$ cat src/sv/sha1md_pkg.sv
// Package with the shared types and constants of the SHA-1 message digest block.
`default_nettype none
package sha1md_pkg;

  localparam logic [0:4][31:0] SHA1_IV = {
    32'h67452301, 32'hEFCDAB89, 32'h98BADCFE, 32'h10325476, 32'hC3D2E1F0
  };

  localparam logic [31:0] K_CH  = 32'h5A827999;
  localparam logic [31:0] K_PAR = 32'h6ED9EBA1;
  localparam logic [31:0] K_MAJ = 32'h8F1BBCDC;
  localparam logic [31:0] K_PR2 = 32'hCA62C1D6;

  localparam logic [7:0] PAD_BYTE = 8'h80;

  localparam int unsigned ROUNDS = 80;

  typedef struct packed {
    logic [7:0] msg_byte;
    logic       has_byte;
    logic       end_of_message;
  } sha1_in_t;

  typedef struct packed {
    logic [31:0] digest_w0;
    logic [31:0] digest_w1;
    logic [31:0] digest_w2;
    logic [31:0] digest_w3;
    logic [31:0] digest_w4;
  } sha1_out_t;

  typedef struct packed {
    logic [31:0] a;
    logic [31:0] b;
    logic [31:0] c;
    logic [31:0] d;
    logic [31:0] e;
  } wv_t;

endpackage
`default_nettype wire

$ cat src/sv/sha1md_round.sv
// One SHA-1 round with the schedule word expansion from the memory read data.
`default_nettype none
module sha1md_round import sha1md_pkg::*; (
  input  wv_t         wv_in,
  input  logic [6:0]  idx,
  input  logic [31:0] x1,
  input  logic [31:0] rd0,
  input  logic [31:0] rd1,
  output logic [31:0] w,
  output wv_t         wv_out
);

  logic [31:0] x_all;
  logic [31:0] f;
  logic [31:0] k;
  logic [31:0] a_rot;

  assign x_all = x1 ^ rd0 ^ rd1;
  assign w     = (idx >= 7'd16) ? {x_all[30:0], x_all[31]} : rd1;
  assign a_rot = {wv_in.a[26:0], wv_in.a[31:27]};

  always_comb begin
    if (idx < 7'd20) begin
      f = (wv_in.b & wv_in.c) | (~wv_in.b & wv_in.d);
      k = K_CH;
    end else if (idx < 7'd40) begin
      f = wv_in.b ^ wv_in.c ^ wv_in.d;
      k = K_PAR;
    end else if (idx < 7'd60) begin
      f = (wv_in.b & wv_in.c) | (wv_in.b & wv_in.d) | (wv_in.c & wv_in.d);
      k = K_MAJ;
    end else begin
      f = wv_in.b ^ wv_in.c ^ wv_in.d;
      k = K_PR2;
    end
  end

  always_comb begin
    wv_out.a = a_rot + f + wv_in.e + k + w;
    wv_out.b = wv_in.a;
    wv_out.c = {wv_in.b[1:0], wv_in.b[31:2]};
    wv_out.d = wv_in.c;
    wv_out.e = wv_in.d;
  end

endmodule
`default_nettype wire

$ cat src/sv/sha1_message_digest_top.sv
// Top level of the SHA-1 message digest block: byte packing, padding and round sequencer.
// A byte request is taken while idle; a byte that completes a block starts a compression.
// Each round is split in phases, as four schedule words are read through two memory read ports.
// An end request writes the pad word, then the zero fill and length words, and adds one or two compressions.
// The digest waits in an output register while the next message is taken in.
// Synchronous active-low reset restores the initial chain value and clears the byte count.
`default_nettype none
module sha1_message_digest_top import sha1md_pkg::*; (
  input  logic      clk,
  input  logic      rst_n,
  input  logic      in_valid,
  output logic      in_stall,
  input  sha1_in_t  in_data,
  output logic      out_valid,
  input  logic      out_stall,
  output sha1_out_t out_data
);

  typedef enum logic [4:0] {
    S_IDLE = 5'b00001,
    S_RND  = 5'b00010,
    S_FIN  = 5'b00100,
    S_PAD  = 5'b01000,
    S_FILL = 5'b10000
  } state_t;

  state_t           state_r, state_nxt;
  logic [0:4][31:0] chain_r, chain_nxt;
  wv_t              wv_r, wv_nxt;
  logic [60:0]      cnt_r, cnt_nxt;
  logic [31:0]      acc_r, acc_nxt;
  logic [6:0]       k_r, k_nxt;
  logic             ph_r, ph_nxt;
  logic [31:0]      x1_r, x1_nxt;
  logic [3:0]       wp_r, wp_nxt;
  logic             lenblk_r, lenblk_nxt;
  logic             end_pend_r, end_pend_nxt;
  logic             pad_done_r, pad_done_nxt;
  logic             final_r, final_nxt;
  logic             out_valid_r, out_valid_nxt;
  sha1_out_t        out_r, out_nxt;

  logic [31:0] mem [16];
  logic [31:0] rd0_r, rd1_r;
  logic        mem_we;
  logic [3:0]  mem_wa;
  logic [31:0] mem_wd;
  logic [3:0]  ra0, ra1;

  logic             acc_in;
  logic [5:0]       pos;
  logic [6:0]       kp;
  logic [31:0]      w;
  wv_t              wv_rnd;
  logic [0:4][31:0] sum;
  logic [31:0]      pad_word;
  logic             out_free;

  sha1md_round u_round (
    .wv_in  (wv_r),
    .idx    (kp),
    .x1     (x1_r),
    .rd0    (rd0_r),
    .rd1    (rd1_r),
    .w      (w),
    .wv_out (wv_rnd)
  );

  assign in_stall  = (state_r != S_IDLE);
  assign out_valid = out_valid_r;
  assign out_data  = out_r;
  assign acc_in    = in_valid && (state_r == S_IDLE);
  assign pos       = cnt_r[5:0];
  assign kp        = k_r - 7'd1;
  assign out_free  = !out_valid_r || !out_stall;

  always_comb begin
    if (ph_r) begin
      ra0 = k_r[3:0] + 4'd2;
      ra1 = k_r[3:0];
    end else begin
      ra0 = k_r[3:0] + 4'd13;
      ra1 = k_r[3:0] + 4'd8;
    end
  end

  always_comb begin
    for (int i = 0; i < 5; i++) begin
      sum[i] = chain_r[i] + wv_r[(4 - i) * 32 +: 32];
    end
  end

  always_comb begin
    case (pos[1:0])
      2'd0:    pad_word = {PAD_BYTE, 24'd0};
      2'd1:    pad_word = {acc_r[31:24], PAD_BYTE, 16'd0};
      2'd2:    pad_word = {acc_r[31:16], PAD_BYTE, 8'd0};
      default: pad_word = {acc_r[31:8], PAD_BYTE};
    endcase
  end

  always_comb begin
    state_nxt     = state_r;
    chain_nxt     = chain_r;
    wv_nxt        = wv_r;
    cnt_nxt       = cnt_r;
    acc_nxt       = acc_r;
    k_nxt         = k_r;
    ph_nxt        = ph_r;
    x1_nxt        = x1_r;
    wp_nxt        = wp_r;
    lenblk_nxt    = lenblk_r;
    end_pend_nxt  = end_pend_r;
    pad_done_nxt  = pad_done_r;
    final_nxt     = final_r;
    out_nxt       = out_r;
    out_valid_nxt = out_valid_r && out_stall;
    mem_we        = 1'b0;
    mem_wa        = 4'd0;
    mem_wd        = 32'd0;

    unique case (state_r)
      S_IDLE: begin
        if (acc_in) begin
          if (in_data.has_byte) begin
            case (pos[1:0])
              2'd0:    acc_nxt[31:24] = in_data.msg_byte;
              2'd1:    acc_nxt[23:16] = in_data.msg_byte;
              2'd2:    acc_nxt[15:8]  = in_data.msg_byte;
              default: acc_nxt[7:0]   = in_data.msg_byte;
            endcase
            if (pos[1:0] == 2'd3) begin
              mem_we = 1'b1;
              mem_wa = pos[5:2];
              mem_wd = {acc_r[31:8], in_data.msg_byte};
            end
            cnt_nxt = cnt_r + 61'd1;
            if (pos == 6'd63) begin
              state_nxt    = S_RND;
              k_nxt        = 7'd0;
              ph_nxt       = 1'b0;
              wv_nxt       = {chain_r[0], chain_r[1], chain_r[2], chain_r[3], chain_r[4]};
              final_nxt    = 1'b0;
              end_pend_nxt = in_data.end_of_message;
            end else if (in_data.end_of_message) begin
              state_nxt    = S_PAD;
              end_pend_nxt = 1'b1;
            end
          end else if (in_data.end_of_message) begin
            state_nxt    = S_PAD;
            end_pend_nxt = 1'b1;
          end
        end
      end
      S_PAD: begin
        mem_we     = 1'b1;
        mem_wa     = pos[5:2];
        mem_wd     = pad_word;
        lenblk_nxt = (pos < 6'd56);
        if (pos[5:2] == 4'd15) begin
          state_nxt    = S_RND;
          k_nxt        = 7'd0;
          ph_nxt       = 1'b0;
          wv_nxt       = {chain_r[0], chain_r[1], chain_r[2], chain_r[3], chain_r[4]};
          final_nxt    = 1'b0;
          pad_done_nxt = 1'b1;
        end else begin
          state_nxt = S_FILL;
          wp_nxt    = pos[5:2] + 4'd1;
        end
      end
      S_FILL: begin
        mem_we = 1'b1;
        mem_wa = wp_r;
        if (lenblk_r && (wp_r == 4'd14)) begin
          mem_wd = cnt_r[60:29];
        end else if (lenblk_r && (wp_r == 4'd15)) begin
          mem_wd = {cnt_r[28:0], 3'd0};
        end else begin
          mem_wd = 32'd0;
        end
        if (wp_r == 4'd15) begin
          state_nxt    = S_RND;
          k_nxt        = 7'd0;
          ph_nxt       = 1'b0;
          wv_nxt       = {chain_r[0], chain_r[1], chain_r[2], chain_r[3], chain_r[4]};
          final_nxt    = lenblk_r;
          pad_done_nxt = 1'b1;
        end else begin
          wp_nxt = wp_r + 4'd1;
        end
      end
      S_RND: begin
        if (!ph_r) begin
          if (k_r != 7'd0) begin
            wv_nxt = wv_rnd;
            if (kp >= 7'd16) begin
              mem_we = 1'b1;
              mem_wa = kp[3:0];
              mem_wd = w;
            end
          end
          if (k_r == 7'(ROUNDS)) begin
            state_nxt = S_FIN;
          end else begin
            ph_nxt = 1'b1;
          end
        end else begin
          x1_nxt = rd0_r ^ rd1_r;
          ph_nxt = 1'b0;
          k_nxt  = k_r + 7'd1;
        end
      end
      S_FIN: begin
        if (final_r) begin
          if (out_free) begin
            out_nxt       = {sum[0], sum[1], sum[2], sum[3], sum[4]};
            out_valid_nxt = 1'b1;
            chain_nxt     = SHA1_IV;
            cnt_nxt       = 61'd0;
            end_pend_nxt  = 1'b0;
            pad_done_nxt  = 1'b0;
            final_nxt     = 1'b0;
            state_nxt     = S_IDLE;
          end
        end else begin
          chain_nxt = sum;
          if (end_pend_r) begin
            if (pad_done_r) begin
              state_nxt  = S_FILL;
              wp_nxt     = 4'd0;
              lenblk_nxt = 1'b1;
            end else begin
              state_nxt = S_PAD;
            end
          end else begin
            state_nxt = S_IDLE;
          end
        end
      end
      default: begin
        state_nxt = S_IDLE;
      end
    endcase
  end

  always_ff @(posedge clk) begin
    if (!rst_n) begin
      state_r     <= S_IDLE;
      chain_r     <= SHA1_IV;
      cnt_r       <= 61'd0;
      k_r         <= 7'd0;
      ph_r        <= 1'b0;
      wp_r        <= 4'd0;
      lenblk_r    <= 1'b0;
      end_pend_r  <= 1'b0;
      pad_done_r  <= 1'b0;
      final_r     <= 1'b0;
      out_valid_r <= 1'b0;
    end else begin
      state_r     <= state_nxt;
      chain_r     <= chain_nxt;
      cnt_r       <= cnt_nxt;
      k_r         <= k_nxt;
      ph_r        <= ph_nxt;
      wp_r        <= wp_nxt;
      lenblk_r    <= lenblk_nxt;
      end_pend_r  <= end_pend_nxt;
      pad_done_r  <= pad_done_nxt;
      final_r     <= final_nxt;
      out_valid_r <= out_valid_nxt;
    end
  end

  always_ff @(posedge clk) begin
    wv_r  <= wv_nxt;
    acc_r <= acc_nxt;
    x1_r  <= x1_nxt;
    out_r <= out_nxt;
  end

  always_ff @(posedge clk) begin
    if (mem_we) begin
      mem[mem_wa] <= mem_wd;
    end
    rd0_r <= mem[ra0];
    rd1_r <= mem[ra1];
  end

`ifndef SYNTHESIS
  a_round_bound: assert property (@(posedge clk) disable iff (!rst_n)
    (state_r == S_RND) |-> (k_r <= 7'(ROUNDS)))
    else $error("Round counter ran past the last round.");

  a_phase_in_rounds: assert property (@(posedge clk) disable iff (!rst_n)
    ph_r |-> (state_r == S_RND))
    else $error("Second read phase seen outside the round sequence.");

  a_digest_source: assert property (@(posedge clk) disable iff (!rst_n)
    $rose(out_valid_r) |-> $past((state_r == S_FIN) && final_r))
    else $error("Digest shown without a finished final block.");

  a_pad_needs_end: assert property (@(posedge clk) disable iff (!rst_n)
    ((state_r == S_PAD) || (state_r == S_FILL)) |-> end_pend_r)
    else $error("Padding runs without an end request.");
`endif

endmodule
`default_nettype wire

$ cat config.mk
export PLATFORM = sky130hd
export DESIGN_NAME = sha1_message_digest_top
export DESIGN_NICKNAME = d
export VERILOG_FILES = /design/src/sv/sha1md_pkg.sv /design/src/sv/sha1md_round.sv /design/src/sv/sha1_message_digest_top.sv
export SDC_FILE = /design/constraint.sdc
export NUM_CORES = 2
export LEC_CHECK = 0
export ABC_CLOCK_PERIOD_IN_PS = 12600
export BUFFER_PORTS_ARGS = -buffer_cell sky130_fd_sc_hd__buf_2
export CAP_MARGIN = 20
export CORE_ASPECT_RATIO = 1.4
export CORE_MARGIN = 1.5
export CORE_UTILIZATION = 55
export CTS_BUF_LIST = sky130_fd_sc_hd__clkbuf_4
export CTS_CLUSTER_DIAMETER = 60
export DETAILED_ROUTE_END_ITERATION = 8
export PLACE_DENSITY = 0.72
export SLEW_MARGIN = 20
export SYNTH_ARGS = -nofsm -noshare
export SYNTH_HDL_FRONTEND = slang
export SYNTH_SLANG_ARGS = --single-unit
export TNS_END_PERCENT = 30
$ cat constraint.sdc
create_clock -name clk -period 12.6 [get_ports clk]
set_input_delay 0.63 -clock clk [delete_from_list [all_inputs] [get_ports clk]]
set_output_delay 0.63 -clock clk [all_outputs]
set_load 0.1 [all_outputs]
# Yosys cells after proc, flatten, opt, wreduce, memory -nomap -nowiden
# Memories as Yosys holds them, arrays and structs flattened. A register that Yosys moved wholly into a read port is not among the register bits.
# Index checks and enable logic that the tools add are counted.
# totals
ff_bits,619
ram_bits,512
out_inout_bits,162
mem_count,1
# op_classes
addsub,17
magnitude_cmp,5
n_eq_ne,32
n_mux,105
n_bitwise,13
reduce_logical,31
# mem_list
name,depth,width,rd,rd_ports_with_merged_regs,write_ports,line,text
mem,16,32,2,2,1,sha1_message_digest_top.sv:43,logic [31:0] mem [16];
# op_table
cell,count
160-bit two-way mux,9
160-bit case mux with 4 select lines,1
32-bit two-way mux,14
32-bit adder,9
61-bit two-way mux,4
32-bit bitwise XOR,5
32-bit AND,4
32-bit case mux with 4 select lines,1
61-bit case mux with 2 select lines,1
32-bit bitwise OR,3
32-bit case mux with 3 select lines,1
"61-bit by 1-bit adder with 61-bit output, second input constant",1
5-bit two-way mux,12
4-bit two-way mux,13
7-bit two-way mux,6
1-bit two-way mux,32
32-bit NOT,1
31-bit two-way mux,1
"2-bit != test, second input constant",15
7-bit case mux with 4 select lines,1
5-bit case mux with 5 select lines,1
4-bit AND reduction,5
6-bit AND reduction,3
4-bit case mux with 4 select lines,1
other kinds (40),59

# Logic depth before layout (Yosys ltp)
# depth
word_depth,13
depth_mapped,32
depth_no_buf,27

# Hierarchy
# Synthesis repeated with hierarchy kept, for this count alone.
# hier_totals
hier_cells,5176
area_unflattened_um2,63545.9
# modules_own_cells
mod,instances,cells_each,area_per_inst_um2
sha1_message_digest_top,1,4334,56301.5
sha1md_round,1,842,7244.4

# Worst setup path after synthesis
# OpenSTA, ideal clock, no wires.
# synth_path
kind,register -> register
start,reg state_r[1]
end,reg chain_r[120] (netlist name)
setup_time_ps,60
arrival_ps,9991
required_ps,12540
setup_slack_ps,2549
stages_incl_launch_ff,11
path_buffers,4
period_less_slack_ps,10051
cell_sequence,dfxtp_1 buf_2 nor2_1 and3_1 nand2_1 a21oi_1 nand2b_1 clkbuf_1 buf_2 buf_1 a221o_1
# synth_via
elab_chain_len,2
# synth_rtl
element,line,text
start: declaration,sha1_message_digest_top.sv:27,"state_t state_r, state_nxt;"
start signal: assignment,sha1_message_digest_top.sv:261,state_r <= state_nxt;
5-bit by 3-bit equality test with 1-bit output,sha1_message_digest_top.sv:122,unique case (state_r)
2-bit AND reduction (no line),--,
end signal: assignment,sha1_message_digest_top.sv:262,chain_r <= chain_nxt;
end: declaration,sha1_message_digest_top.sv:28,"logic [0:4][31:0] chain_r, chain_nxt;"
# No other way between the ends.
# A chain may end at the register's enable or synchronous reset.

==> summary.md <==
| Metric | Value |
|---|---|
| Num CTS Buffers | 303 |
| Die Wd | 287 um |
| Vias in the first global route | 43600 |
| Worst-Skew Late Latency | 1280 ps |
| Seq/Total Area, Yosys | 52.9% |
| Register area | 32800 um^2 |
| Max-slew violation count | 0 |
| Largest net degree at the start of global routing | 207 |
| Worst setup SP type | flip-flop |
| Cts hold-fix bufs | 19 |
| Number of max-cap violations | 0 |
| Post-synthesis cell type count | 85 |
| DR WL/cell | 27.0 um |
| # DRC | 0 |
| Worst reg2reg path startpoint | k_r[2]$_SDFFE_PN0P_ |
| Crit path largest cell delay | 700 ps |
| Synth warnings | 0 |
| Total global routing overflow | 0 |
| Post-synth EDFFs | 888 |
| Core ar. | 112000 um^2 |
| Total power | 10300 uW |
| Synth Flop Type | edfxtp_1 |
| Global-route wire length before repair | 274000 um |
| # IOs | 176 |
| Fillers | 8912 |
| Fmax | 120 MHz |
| CTS tree | built |
| Synth area leader | edfxtp_1 |
| Synth Net Count | 5230 |
| Initial core utilization | 55.5% |
| Endpoints failing setup | 0 |
| Area Overhead vs Synth | 10.7% |
| Post-Synthesis Cells | 4885 |
| Syn avg cell area | 12.7 um^2 |
| Power Dens Cells | 149 nW/um^2 |
| RSZ-0062 raised after global routing | no |
| CTS Sinks | 1195 |
| Worst-margin pin slew | 1030 ps |
| Initial antenna violation count | 7 |
| Rows | 145 |
| Most frequent CP cell | inv_1 |
| Post-CTS Resized | 0 |
| Clock Skew | 78.1 ps |
| DIE AREA | 115000 um^2 |
| Worst reg-to-reg path cell count | 26 |
| Worst Path Buf+Inv | 5 |
| LEAKAGE | 0.0250 uW |
| Die Y-Extent | 400 um |
| Seq pwr share | 44.2% |
| Layout cells sized above 1 | 19.9% |
| Final Cycle Share | 66.3% |
| GP Congestion | 1.01 |
| Critical Path End | wv_r[158]$_DFFE_PP_ |
| Crit path required time | 13600 ps |
| Critical-path top delay cell | buf_4 |
| Setup repair bufs after CTS | 0 |
| Worst r2r dst | wv_r[158]$_DFFE_PP_ |
| Crit path capture type | flip-flop |
| Final Hold Vio Count | 0 |
| CP arrival | 9360 ps |
| # H-tree levels | 5 |
| Root Buffer | clkbuf_4 |
| Power Internal | 7020 uW |
| Logic pwr share | 23.5% |
| Clk pin slew, worst setup/hold paths | 70 ps |
| Via Count | 43500 |
| Switch share | 31.5% |
| PortBufs | 175 |
| Multi-input combinational cell area | 27900 um^2 |
| Worst slew margin | 31.3% |
| CP Depth | 26 |
| Clk buf depth | 4 |
| Final TNS setup | 0 ps |
| Layout Nets | 5561 |
| Antenna Nets Post-Route | 0 |
| Crit-path leading delay family | compound AO/OA/AOI/OAI gates |
| Setup CP Type | reg -> reg |
| VDD IR max | 0.000139 V |
| Final wirelength | 187000 um |
| Via/cell ratio | 6.29 |
| Placed cell areas | 64600 um^2 |
| Crit path time final | 8360 ps |
| Initial DRC count | 4003 |
| Run status | finished clean |
| Hold Path Class | in -> reg |
| Total GRT Usage | 32.7% |
| Clock power share | 32.3% |
| CP Max Fanout | 43 |
| Post-Syn Area | 62000 um^2 |
| Most area-consuming cells after synthesis | edfxtp_1 43%, mux4_2 10%, dfxtp_1 9.9% |
| Setup crit start | k_r[2]$_SDFFE_PN0P_ |
| Worst reg-to-reg setup slack | 4240 ps |
| NetSw | 3230 uW |
| Share of the synthesized area in the top cell type | 43.0% |
| First-pass DRT Iterations | 6 |
| Post-route cell area | 68600 um^2 |
| Hpwl dp | 127000 um |
| #FFs+latches synth | 1195 |
| FFs w/ async S/R, synth | 0% |
worst min-delay path by stage:
stage	startpoint	endpoint	slack, ps	depth (start not counted)
floorplan	chain_r[158]$_SDFFE_PN1P_	chain_r[158]$_SDFFE_PN1P_	450	2
global placement	chain_r[158]$_SDFFE_PN1P_	chain_r[158]$_SDFFE_PN1P_	470	2
detailed placement	chain_r[158]$_SDFFE_PN1P_	chain_r[158]$_SDFFE_PN1P_	480	2
CTS	in_data[5]	acc_r[27]$_DFFE_PP_	150	2
global route	in_data[5]	acc_r[27]$_DFFE_PP_	220	2
finish	in_data[9]	acc_r[23]$_DFFE_PP_	270	2
power by group through the flow:
stage / clock network [uW] / registers [uW] / logic, uW
2_1_floorplan: 0 / 4540 / 1690
6_report: 3320 / 4530 / 2410
3_3_place_gp: 0 / 4610 / 2360
3_5_place_dp: 0 / 4610 / 2350
5_1_grt: 3570 / 4520 / 2610
4_1_cts: 3380 / 4520 / 2380
Yosys cell counts, types with 117 or more instances:
cell type / instances
a21oi_1: 200
clkbuf_1: 191
dfxtp_1: 307
edfxtp_1: 888
fa_1: 117
ha_1: 214
inv_1: 167
mux4_2: 288
nand2_1: 631
nor2_1: 258
nor2b_1: 134
o21ai_0: 173
xnor2_1: 152
xor2_1: 151
layout make-up:
class | count | share of cell area (%)
well taps | 1470 | 2.68
repair buffers | 267 | 2.39
multi-input cells | 3282 | 40.6
clock buffers | 459 | 5.02
clock inverters | 68 | 0.540
flip-flops and latches | 1195 | 47.8
diodes | 4 | 0.0146
inverters | 167 | 0.913
through the flow:
| step | hold WS (ps) | setup slack (ps) | cells | utilization, % |
|---|---|---|---|---|
| after floorplan | 452 | 2550 | 4885 | - |
| final | 268 | 4240 | 6912 | 61.4 |
| after global placement | 474 | 4560 | 6361 | 57.8 |
| after detailed placement | 477 | 4410 | 6361 | 57.8 |
| after global routing | 216 | 3910 | 6911 | 61.4 |
| after CTS | 146 | 4370 | 6907 | 61.4 |
logic make-up after synthesis:
family / count (synthesis) / share of synthesized area, %
xor+xnor: 303 / 4.28
simple gates: 1326 / 9.75
compound gates: 922 / 10.2
buf+inv: 408 / 2.53
flops: 1195 / 52.9
mux: 400 / 12.3
fa+ha+maj: 331 / 8.09
sequential cells by signal (all words and copies together), names as in the netlist, 4 cells and up:
register  flops
wp_r          4
chain_r     160
wv_r        160
x1_r         32
k_r           7
acc_r        24
mem         512
rd1_r        32
state_r       5
cnt_r        61
out_data    160
rd0_r        32
routing by layer:
layer / part of all wire [%] / track usage, %
met2: 49 / 54.3
met1: 35 / 37.6
met4: 8.4 / 24.5
met5: 0.0059 / 0
met3: 7.3 / 6.15
cells in the final DEF, fill, tap and decap left out, types with 167 or more instances in the layout:
cell type,Yosys,final
a21oi_1,200,198
buf_2,7,174
clkbuf_4,0,460
dfxtp_1,307,303
edfxtp_1,888,888
ha_1,214,214
inv_1,167,167
mux4_2,288,288
nand2_1,631,630
nor2_1,258,243
o21ai_0,173,172
Power figures use the tool's default switching activity.
